==> src/hw/rtl/gdb_pkg.sv <==
// ============================================================================
// gdb_pkg: shared types, constants and calendar helpers
// Field widths, replacement date, reciprocal for divide-by-100 and the
// command word of the shared accumulator.
// ============================================================================
package gdb_pkg;

    localparam int DAY_W   = 5;
    localparam int MON_W   = 4;
    localparam int YEAR_W  = 14;
    localparam int COUNT_W = 22;
    // day numbers stay below 2**23; one extra bit carries the sign of a difference
    localparam int NUM_W   = 24;
    localparam int CENT_W  = 8;

    localparam logic [YEAR_W-1:0] MAX_YEAR = YEAR_W'(9999);

    // replacement for an invalid date: 1990-01-01
    localparam logic [DAY_W-1:0]  DEF_DAY   = DAY_W'(1);
    localparam logic [MON_W-1:0]  DEF_MONTH = MON_W'(1);
    localparam logic [YEAR_W-1:0] DEF_YEAR  = YEAR_W'(1990);

    localparam logic [MON_W-1:0] JAN = MON_W'(1);
    localparam logic [MON_W-1:0] FEB = MON_W'(2);
    localparam logic [MON_W-1:0] APR = MON_W'(4);
    localparam logic [MON_W-1:0] JUN = MON_W'(6);
    localparam logic [MON_W-1:0] SEP = MON_W'(9);
    localparam logic [MON_W-1:0] NOV = MON_W'(11);
    localparam logic [MON_W-1:0] DEC = MON_W'(12);

    // floor(y / 100) = (y * 5243) >> 19, exact for every 14-bit year
    localparam int RECIP_W     = 13;
    localparam int RECIP_SHIFT = 19;
    localparam logic [RECIP_W-1:0] RECIP_100 = RECIP_W'(5243);
    localparam int CENTURY     = 100;
    localparam int YEAR_DAYS   = 365;

    localparam logic [COUNT_W-1:0] COUNT_MAX = '1;

    typedef enum logic [2:0] {
        ALU_HOLD,
        ALU_LOAD,
        ALU_ADD,
        ALU_SUB,
        ALU_RSUB
    } alu_op_t;

    typedef struct packed {
        alu_op_t            op;
        logic [NUM_W-1:0]   operand;
    } alu_cmd_t;

    function automatic logic [DAY_W-1:0] month_length(
        input logic [MON_W-1:0] month,
        input logic             leap
    );
        logic [DAY_W-1:0] len;
        if (month == APR || month == JUN || month == SEP || month == NOV)
        begin
            len = DAY_W'(30);
        end
        else if (month == FEB)
        begin
            len = leap ? DAY_W'(29) : DAY_W'(28);
        end
        else
        begin
            len = DAY_W'(31);
        end
        return len;
    endfunction

endpackage

==> src/hw/rtl/gdb_div100.sv <==
// ============================================================================
// gdb_div100: century split of a year
// Two register stages: century = floor(year/100) by reciprocal multiply,
// then a flag for year being a whole multiple of 100. Year must stay put.
// ============================================================================
module gdb_div100
(
    input  logic                        clk,
    input  logic [gdb_pkg::YEAR_W-1:0]  year,
    output logic [gdb_pkg::CENT_W-1:0]  cent,
    output logic                        rem_zero
);

    localparam int PROD_W = gdb_pkg::YEAR_W + gdb_pkg::RECIP_W;

    logic [PROD_W-1:0]            prod;
    logic [gdb_pkg::CENT_W-1:0]   cent_reg;
    logic                         rem_zero_reg;
    logic [gdb_pkg::YEAR_W:0]     back_mult;

    assign prod      = PROD_W'(year) * PROD_W'(gdb_pkg::RECIP_100);
    assign back_mult = (gdb_pkg::YEAR_W+1)'(cent_reg) * (gdb_pkg::YEAR_W+1)'(gdb_pkg::CENTURY);

    always_ff @(posedge clk)
    begin
        cent_reg     <= prod[gdb_pkg::RECIP_SHIFT +: gdb_pkg::CENT_W];
        rem_zero_reg <= (back_mult == (gdb_pkg::YEAR_W+1)'(year));
    end

    assign cent     = cent_reg;
    assign rem_zero = rem_zero_reg;

endmodule

==> src/hw/rtl/gdb_alu.sv <==
// ============================================================================
// gdb_alu: shared accumulator
// One adder/subtractor with a result register; every day-number step and
// the final difference go through it.
// ============================================================================
module gdb_alu
(
    input  logic                       clk,
    input  gdb_pkg::alu_cmd_t          cmd,
    output logic [gdb_pkg::NUM_W-1:0]  acc
);

    logic [gdb_pkg::NUM_W-1:0] acc_reg;
    logic [gdb_pkg::NUM_W-1:0] acc_next;

    always_comb
    begin
        unique case (cmd.op)
            gdb_pkg::ALU_HOLD: acc_next = acc_reg;
            gdb_pkg::ALU_LOAD: acc_next = cmd.operand;
            gdb_pkg::ALU_ADD:  acc_next = acc_reg + cmd.operand;
            gdb_pkg::ALU_SUB:  acc_next = acc_reg - cmd.operand;
            gdb_pkg::ALU_RSUB: acc_next = cmd.operand - acc_reg;
            default:           acc_next = acc_reg;
        endcase
    end

    always_ff @(posedge clk)
    begin
        acc_reg <= acc_next;
    end

    assign acc = acc_reg;

endmodule

==> src/hw/rtl/gregorian_days_between.sv <==
// ============================================================================
// gregorian_days_between: days between two Gregorian dates
// Validates both dates (invalid -> 1990-01-01), turns each into a day number
// counted from 0000-01-01 on one shared accumulator, and reports |n2 - n1|
// plus whether the first date is strictly earlier.
// ============================================================================
//
//  channel  | handshake           | word
//  ---------+---------------------+-------------------------------------------
//  command  | start / busy        | first_day/month/year, second_day/month/year
//  result   | done (1-cycle)      | day_count, first_is_earlier
//
// One word at a time. A word is taken on a rising edge with start high and
// busy low; busy then stays high until the result cycle.
// Per date: century split and check (redone if the date is replaced), year
// terms, then m-1 month adds and one day add, m being the validated month.
// After both dates: difference, absolute value, output. The time from accept
// to done thus depends on the validated month of each date, set by the month
// walk on the accumulator, and on whether a date is replaced.
// done is high for one cycle; the receiver cannot stall it.
// Reset (rst_n low, asynchronous) returns to idle with no result pending.
//
module gregorian_days_between
#(
    parameter logic [gdb_pkg::YEAR_W-1:0]       MAX_YEAR = gdb_pkg::MAX_YEAR
)
(
    input  logic                                clk,
    input  logic                                rst_n,
    input  logic                                start,
    output logic                                busy,
    input  logic [gdb_pkg::DAY_W-1:0]           first_day,
    input  logic [gdb_pkg::MON_W-1:0]           first_month,
    input  logic [gdb_pkg::YEAR_W-1:0]          first_year,
    input  logic [gdb_pkg::DAY_W-1:0]           second_day,
    input  logic [gdb_pkg::MON_W-1:0]           second_month,
    input  logic [gdb_pkg::YEAR_W-1:0]          second_year,
    output logic                                done,
    output logic [gdb_pkg::COUNT_W-1:0]         day_count,
    output logic                                first_is_earlier
);

    typedef enum logic [3:0] {
        S_IDLE,
        S_MUL,      // century split, stage one
        S_CHK,      // multiple-of-100 flag
        S_VAL,      // validate or replace the date
        S_BASE,     // 365 * y
        S_Q4,       // + ceil(y/4)
        S_Q100,     // - ceil(y/100)
        S_Q400,     // + ceil(y/400)
        S_MON,      // whole months, then the day of month
        S_DIFF,     // n2 - n1
        S_ABS,
        S_FIN
    } state_t;

    state_t                         state_reg;
    logic                           sel_reg;      // 0: first date, 1: second date
    logic [gdb_pkg::MON_W-1:0]      mon_k_reg;
    logic [gdb_pkg::DAY_W-1:0]      d1_reg, d2_reg;
    logic [gdb_pkg::MON_W-1:0]      m1_reg, m2_reg;
    logic [gdb_pkg::YEAR_W-1:0]     y1_reg, y2_reg;
    logic [gdb_pkg::NUM_W-1:0]      n1_reg;
    logic                           done_reg;
    logic                           earlier_reg;
    logic [gdb_pkg::COUNT_W-1:0]    count_reg;

    logic [gdb_pkg::DAY_W-1:0]      cur_d;
    logic [gdb_pkg::MON_W-1:0]      cur_m;
    logic [gdb_pkg::YEAR_W-1:0]     cur_y;
    logic [gdb_pkg::CENT_W-1:0]     cent;
    logic                           rem_zero;
    logic                           leap;
    logic                           date_ok;
    logic                           c4_zero;
    logic [gdb_pkg::YEAR_W:0]       y_plus3;
    gdb_pkg::alu_cmd_t              alu_cmd;
    logic [gdb_pkg::NUM_W-1:0]      acc;
    logic                           acc_neg;

    assign cur_d = sel_reg ? d2_reg : d1_reg;
    assign cur_m = sel_reg ? m2_reg : m1_reg;
    assign cur_y = sel_reg ? y2_reg : y1_reg;

    gdb_div100 u_div100
    (
        .clk      (clk),
        .year     (cur_y),
        .cent     (cent),
        .rem_zero (rem_zero)
    );

    gdb_alu u_alu
    (
        .clk (clk),
        .cmd (alu_cmd),
        .acc (acc)
    );

    // leap: y%4==0 and (y%100!=0 or y%400==0); y%400==0 iff century%4==0
    assign c4_zero = (cent[1:0] == 2'b00);
    assign leap    = (cur_y[1:0] == 2'b00) && (!rem_zero || c4_zero);
    assign date_ok = (cur_m >= gdb_pkg::JAN) && (cur_m <= gdb_pkg::DEC) &&
                     (cur_y <= MAX_YEAR) && (cur_d != '0) &&
                     (cur_d <= gdb_pkg::month_length(cur_m, leap));
    assign y_plus3 = (gdb_pkg::YEAR_W+1)'(cur_y) + (gdb_pkg::YEAR_W+1)'(3);
    assign acc_neg = acc[gdb_pkg::NUM_W-1];

    // accumulator command per step
    always_comb
    begin
        alu_cmd.op      = gdb_pkg::ALU_HOLD;
        alu_cmd.operand = '0;
        unique case (state_reg)
            S_BASE:
            begin
                alu_cmd.op      = gdb_pkg::ALU_LOAD;
                alu_cmd.operand = gdb_pkg::NUM_W'(cur_y) *
                                  gdb_pkg::NUM_W'(gdb_pkg::YEAR_DAYS);
            end
            S_Q4:
            begin
                alu_cmd.op      = gdb_pkg::ALU_ADD;
                alu_cmd.operand = gdb_pkg::NUM_W'(y_plus3 >> 2);
            end
            S_Q100:
            begin
                alu_cmd.op      = gdb_pkg::ALU_SUB;
                alu_cmd.operand = gdb_pkg::NUM_W'(cent) + gdb_pkg::NUM_W'(!rem_zero);
            end
            S_Q400:
            begin
                alu_cmd.op      = gdb_pkg::ALU_ADD;
                alu_cmd.operand = gdb_pkg::NUM_W'(cent >> 2) +
                                  gdb_pkg::NUM_W'(!(rem_zero && c4_zero));
            end
            S_MON:
            begin
                alu_cmd.op = gdb_pkg::ALU_ADD;
                if (mon_k_reg < cur_m)
                begin
                    alu_cmd.operand = gdb_pkg::NUM_W'(gdb_pkg::month_length(mon_k_reg, leap));
                end
                else
                begin
                    alu_cmd.operand = gdb_pkg::NUM_W'(cur_d) - gdb_pkg::NUM_W'(1);
                end
            end
            S_DIFF:
            begin
                alu_cmd.op      = gdb_pkg::ALU_SUB;
                alu_cmd.operand = n1_reg;
            end
            S_ABS:
            begin
                // negate when negative: 0 - acc
                alu_cmd.op      = acc_neg ? gdb_pkg::ALU_RSUB : gdb_pkg::ALU_HOLD;
                alu_cmd.operand = '0;
            end
            default:
            begin
                alu_cmd.op      = gdb_pkg::ALU_HOLD;
                alu_cmd.operand = '0;
            end
        endcase
    end

    // sequencer, input capture and result registers
    always_ff @(posedge clk or negedge rst_n)
    begin
        if (!rst_n)
        begin
            state_reg   <= S_IDLE;
            sel_reg     <= 1'b0;
            mon_k_reg   <= gdb_pkg::JAN;
            done_reg    <= 1'b0;
            earlier_reg <= 1'b0;
            count_reg   <= '0;
            d1_reg      <= '0;
            m1_reg      <= '0;
            y1_reg      <= '0;
            d2_reg      <= '0;
            m2_reg      <= '0;
            y2_reg      <= '0;
            n1_reg      <= '0;
        end
        else
        begin
            done_reg <= 1'b0;
            unique case (state_reg)
                S_IDLE:
                begin
                    if (start)
                    begin
                        d1_reg    <= first_day;
                        m1_reg    <= first_month;
                        y1_reg    <= first_year;
                        d2_reg    <= second_day;
                        m2_reg    <= second_month;
                        y2_reg    <= second_year;
                        sel_reg   <= 1'b0;
                        state_reg <= S_MUL;
                    end
                end
                S_MUL:
                begin
                    // accumulator still holds n1 while the second date starts
                    if (sel_reg)
                    begin
                        n1_reg <= acc;
                    end
                    state_reg <= S_CHK;
                end
                S_CHK:
                begin
                    state_reg <= S_VAL;
                end
                S_VAL:
                begin
                    if (date_ok)
                    begin
                        state_reg <= S_BASE;
                    end
                    else
                    begin
                        // replace and redo the century split for the new year
                        if (sel_reg)
                        begin
                            d2_reg <= gdb_pkg::DEF_DAY;
                            m2_reg <= gdb_pkg::DEF_MONTH;
                            y2_reg <= gdb_pkg::DEF_YEAR;
                        end
                        else
                        begin
                            d1_reg <= gdb_pkg::DEF_DAY;
                            m1_reg <= gdb_pkg::DEF_MONTH;
                            y1_reg <= gdb_pkg::DEF_YEAR;
                        end
                        state_reg <= S_MUL;
                    end
                end
                S_BASE:
                begin
                    state_reg <= S_Q4;
                end
                S_Q4:
                begin
                    state_reg <= S_Q100;
                end
                S_Q100:
                begin
                    state_reg <= S_Q400;
                end
                S_Q400:
                begin
                    mon_k_reg <= gdb_pkg::JAN;
                    state_reg <= S_MON;
                end
                S_MON:
                begin
                    if (mon_k_reg < cur_m)
                    begin
                        mon_k_reg <= mon_k_reg + gdb_pkg::MON_W'(1);
                    end
                    else if (sel_reg)
                    begin
                        state_reg <= S_DIFF;
                    end
                    else
                    begin
                        sel_reg   <= 1'b1;
                        state_reg <= S_MUL;
                    end
                end
                S_DIFF:
                begin
                    state_reg <= S_ABS;
                end
                S_ABS:
                begin
                    // acc = n2 - n1 here
                    earlier_reg <= !acc_neg && (acc != '0);
                    state_reg   <= S_FIN;
                end
                S_FIN:
                begin
                    if (acc[gdb_pkg::NUM_W-1:gdb_pkg::COUNT_W] != '0)
                    begin
                        count_reg <= gdb_pkg::COUNT_MAX;
                    end
                    else
                    begin
                        count_reg <= acc[gdb_pkg::COUNT_W-1:0];
                    end
                    done_reg  <= 1'b1;
                    state_reg <= S_IDLE;
                end
                default:
                begin
                    state_reg <= S_IDLE;
                end
            endcase
        end
    end

    assign busy             = (state_reg != S_IDLE);
    assign done             = done_reg;
    assign day_count        = count_reg;
    assign first_is_earlier = earlier_reg;

    // ------------------------------------------------------------------------
    // assertions
    // ------------------------------------------------------------------------
    a_accept_busy: assert property (@(posedge clk) disable iff (!rst_n)
        (start && !busy) |=> busy)
        else $error("accepted word did not raise busy");

    a_done_idle: assert property (@(posedge clk) disable iff (!rst_n)
        done |-> ($past(state_reg == S_FIN) && !busy))
        else $error("result strobe outside the final step");

    a_earlier_nonzero: assert property (@(posedge clk) disable iff (!rst_n)
        (done && first_is_earlier) |-> (day_count != '0))
        else $error("earlier flag with zero day count");

    a_month_walk: assert property (@(posedge clk) disable iff (!rst_n)
        (state_reg == S_MON) |-> (mon_k_reg <= cur_m && cur_m <= gdb_pkg::DEC))
        else $error("month walk ran past the validated month");

endmodule
==> config.mk <==
export PLATFORM = sky130hd
export DESIGN_NAME = gregorian_days_between
export DESIGN_NICKNAME = d
export VERILOG_FILES = /design/src/hw/rtl/gdb_pkg.sv /design/src/hw/rtl/gdb_div100.sv /design/src/hw/rtl/gdb_alu.sv /design/src/hw/rtl/gregorian_days_between.sv
export SDC_FILE = /design/constraint.sdc
export NUM_CORES = 1
export LEC_CHECK = 0
export BUFFER_PORTS_ARGS = -buffer_cell sky130_fd_sc_hd__buf_4
export CORE_ASPECT_RATIO = 0.8
export CORE_UTILIZATION = 60
export DETAILED_ROUTE_END_ITERATION = 8
export PLACE_DENSITY_LB_ADDON = 0.3
export RECOVER_POWER = 25
export SKIP_CTS_REPAIR_TIMING = 1
export SLEW_MARGIN = 20
export SYNTH_ARGS = -nofsm -noshare
export SYNTH_HDL_FRONTEND = slang
export SYNTH_SLANG_ARGS = --single-unit
==> constraint.sdc <==
create_clock -name clk -period 9.34 [get_ports clk]
set_clock_uncertainty 0.2 [all_clocks]
set_input_delay 1.401 -clock clk [delete_from_list [all_inputs] [get_ports clk]]
set_output_delay 1.401 -clock clk [all_outputs]
set_load 0.1 [all_outputs]
==> run metrics <==
clock transition at the registers of the reported paths 0.07 ns; Post-synth top flop dfrtp_1; required time of the critical path 9.32 ns; Seq cells post-synth 136; global-route usage over all layers 32.1%; Critical-path top delay cell a2111oi_0; final hold viol count 0; die height 147 um; clk sinks 136; Core Box Area 0.0255 mm^2; number of global-route vias before repair 13.1k; Post-Syn Instances 1748; DP HPWL 32.8 mm; largest net degree at the start of global routing 69; total number of vias 13.0k; Seq/Total Area, Yosys 22.1%; Crit path top cell by count inv_1; H-Tree Depth 4; clock root buffer clkbuf_16; Mean Syn Cell Area 9.00 um^2; Area growth, synth to finish 10.0%; Slew Limit Fails 65; setup TNS 0 ns; EDFF count, synth 24; post-synthesis cell area 0.0157 mm^2; Synth area leaders ha_1 (20%), dfrtp_1 (16%), fa_1 (12%); DRT Pass-1 Iters 6; post-synth top area cell ha_1; clk_lat worst skew 0.44 ns; fraction of registers with async set/reset 75.7%; layout cell share with drive strength beyond 1 8.53%; failing checks capacitance limit, slew limit; Initial Utilization 61.7%; worst slew pin tran 2.19 ns; highest clock rate 0.115 GHz; RSZ-0062 raised after global routing false; gpl congestion 0.940; Top Ports 74; Starting DRT DRC Count 1110; top-area cell type share of the netlist area 19.8%; Max FO, Critical Path 10; TritonCTS buffer count 17; Setup WS pre-CTS 0.789 ns; post-route ant nets 0; fin nets 2211; crit start category flop; first-pass GRT wire length 67.8 mm; Max Buffers Root-to-Sink 2; CP max stage delay 0.69 ns; count of cell types in the netlist 73; Wirelength per Cell 19.0 um; final worst slack 0.626 ns; final period utilization 93.3%; Synth Net Count 2143; Max Cap Violations 3; worst min path class reg2reg; dominant cell by count in the synthesized netlist ha_1; Multi-input gate area 0.0112 mm^2; drt total wl 41.4 mm; Congestion Overflow GR 0; CTS tree built; Final setup viols 0; CP arrival 8.70 ns; drt drc 0; # rows 52; warnings from Yosys 0; Max-slew headroom -46.2%; Commonest cells post-synth ha_1 (249), inv_1 (237), nand2_1 (137); post-layout minimum cycle time 8.71 ns; n_diodes 0; Worst Path Class, Setup reg2reg; initial antenna violation count 0; CP endpoint kind flop; fillcell total 2073; DIE AREA 0.0269 mm^2; status finished, violations left; IO buf count 73; post-DR vias/cell 5.97; register area 0.00348 mm^2; Die X-Extent 183 um
==> metal layers <==
metal	GRT usage [%]	vias up	wire length, um
met5	0	-	0
met4	9.75	0	973
met3	5.08	76	2600
met2	51.6	476	19000
met1	44.6	6327	18900
li1	-	6138	-
==> layout by cell type (no fill, tap or decap), types with 12 or more instances in the layout <==
| cell | n |
|---|---|
| a211oi_1 | 16 |
| a21o_1 | 27 |
| a21oi_1 | 100 |
| a22o_1 | 16 |
| a31oi_1 | 14 |
| and2_1 | 12 |
| buf_4 | 88 |
| clkbuf_16 | 17 |
| dfrtp_1 | 102 |
| edfxtp_1 | 24 |
| fa_1 | 97 |
| ha_1 | 249 |
| inv_1 | 237 |
| mux2_2 | 23 |
| mux2i_1 | 23 |
| nand2_1 | 137 |
| nand2b_1 | 28 |
| nand3_1 | 35 |
| nor2_1 | 120 |
| nor2b_1 | 14 |
| nor3_1 | 29 |
| o21a_1 | 14 |
| o21ai_0 | 80 |
| xnor2_1 | 88 |
| xor2_1 | 49 |
==> critical path, delay by kind of cell (launching register included) <==
kind            cells  cell delay, ns
flops               1            0.63
xor+xnor            2            0.43
fa+ha+maj           6            2.89
mux                 1            0.64
buf+inv             6            0.76
simple gates        2            0.24
compound gates      9            2.67
==> area by class of cell <==
type                            instances  share of cell area [%]
Clock buffer                           19                    2.62
Multi-Input combinational cell       1333                    64.8
Tap cell                              351                    2.54
Timing Repair Buffer                   91                    3.88
Clock inverter                         13                   0.918
Inverter                              237                    5.14
Sequential cell                       136                    20.1
==> logic make-up (layout without fill, tap and decap cells) <==
group,Yosys count,in the layout,share of synthesized area [%]
AO/OA/AOI/OAI,367,367,15.3
XOR/XNOR,137,137,7.62
adder cells (fa/ha/maj),346,346,32.1
buffers and inverters,279,360,6.73
flip-flops,136,136,22.1
multiplexers,47,47,3.20
AND/OR/NAND/NOR,436,436,12.9
==> per-stage QoR <==
| stage | hold WS (ns) | utilization (%) | cell area (um^2) | std cells |
|---|---|---|---|---|
| 2_1_floorplan | 0.233 | - | 15700 | 1748 |
| 3_3_place_gp | 0.247 | 65.5 | 16700 | 2148 |
| 3_5_place_dp | 0.256 | 65.5 | 16700 | 2148 |
| 4_1_cts | 0.272 | 67.9 | 17300 | 2180 |
| 5_1_grt | 0.304 | 67.9 | 17300 | 2180 |
| 6_report | 0.269 | 67.9 | 17300 | 2180 |
==> worst paths after layout <==
path                                       to  cells past startpoint       from  slack [ns]
worst max-delay path            u_alu.acc[21]                     26    sel_reg        0.63
worst min-delay path                y2_reg[4]                      2  y2_reg[4]        0.27
worst max register to register  u_alu.acc[21]                     26    sel_reg        0.63
worst min register to register      y2_reg[4]                      2  y2_reg[4]        0.27
max in group asynchronous           d1_reg[4]                      2      rst_n        5.69
min in group asynchronous          n1_reg[18]                      1      rst_n        1.40
Power is left out: the tool's default activity adds up to more than one toggle a clock period on the data nets, which glitch-free logic cannot reach.
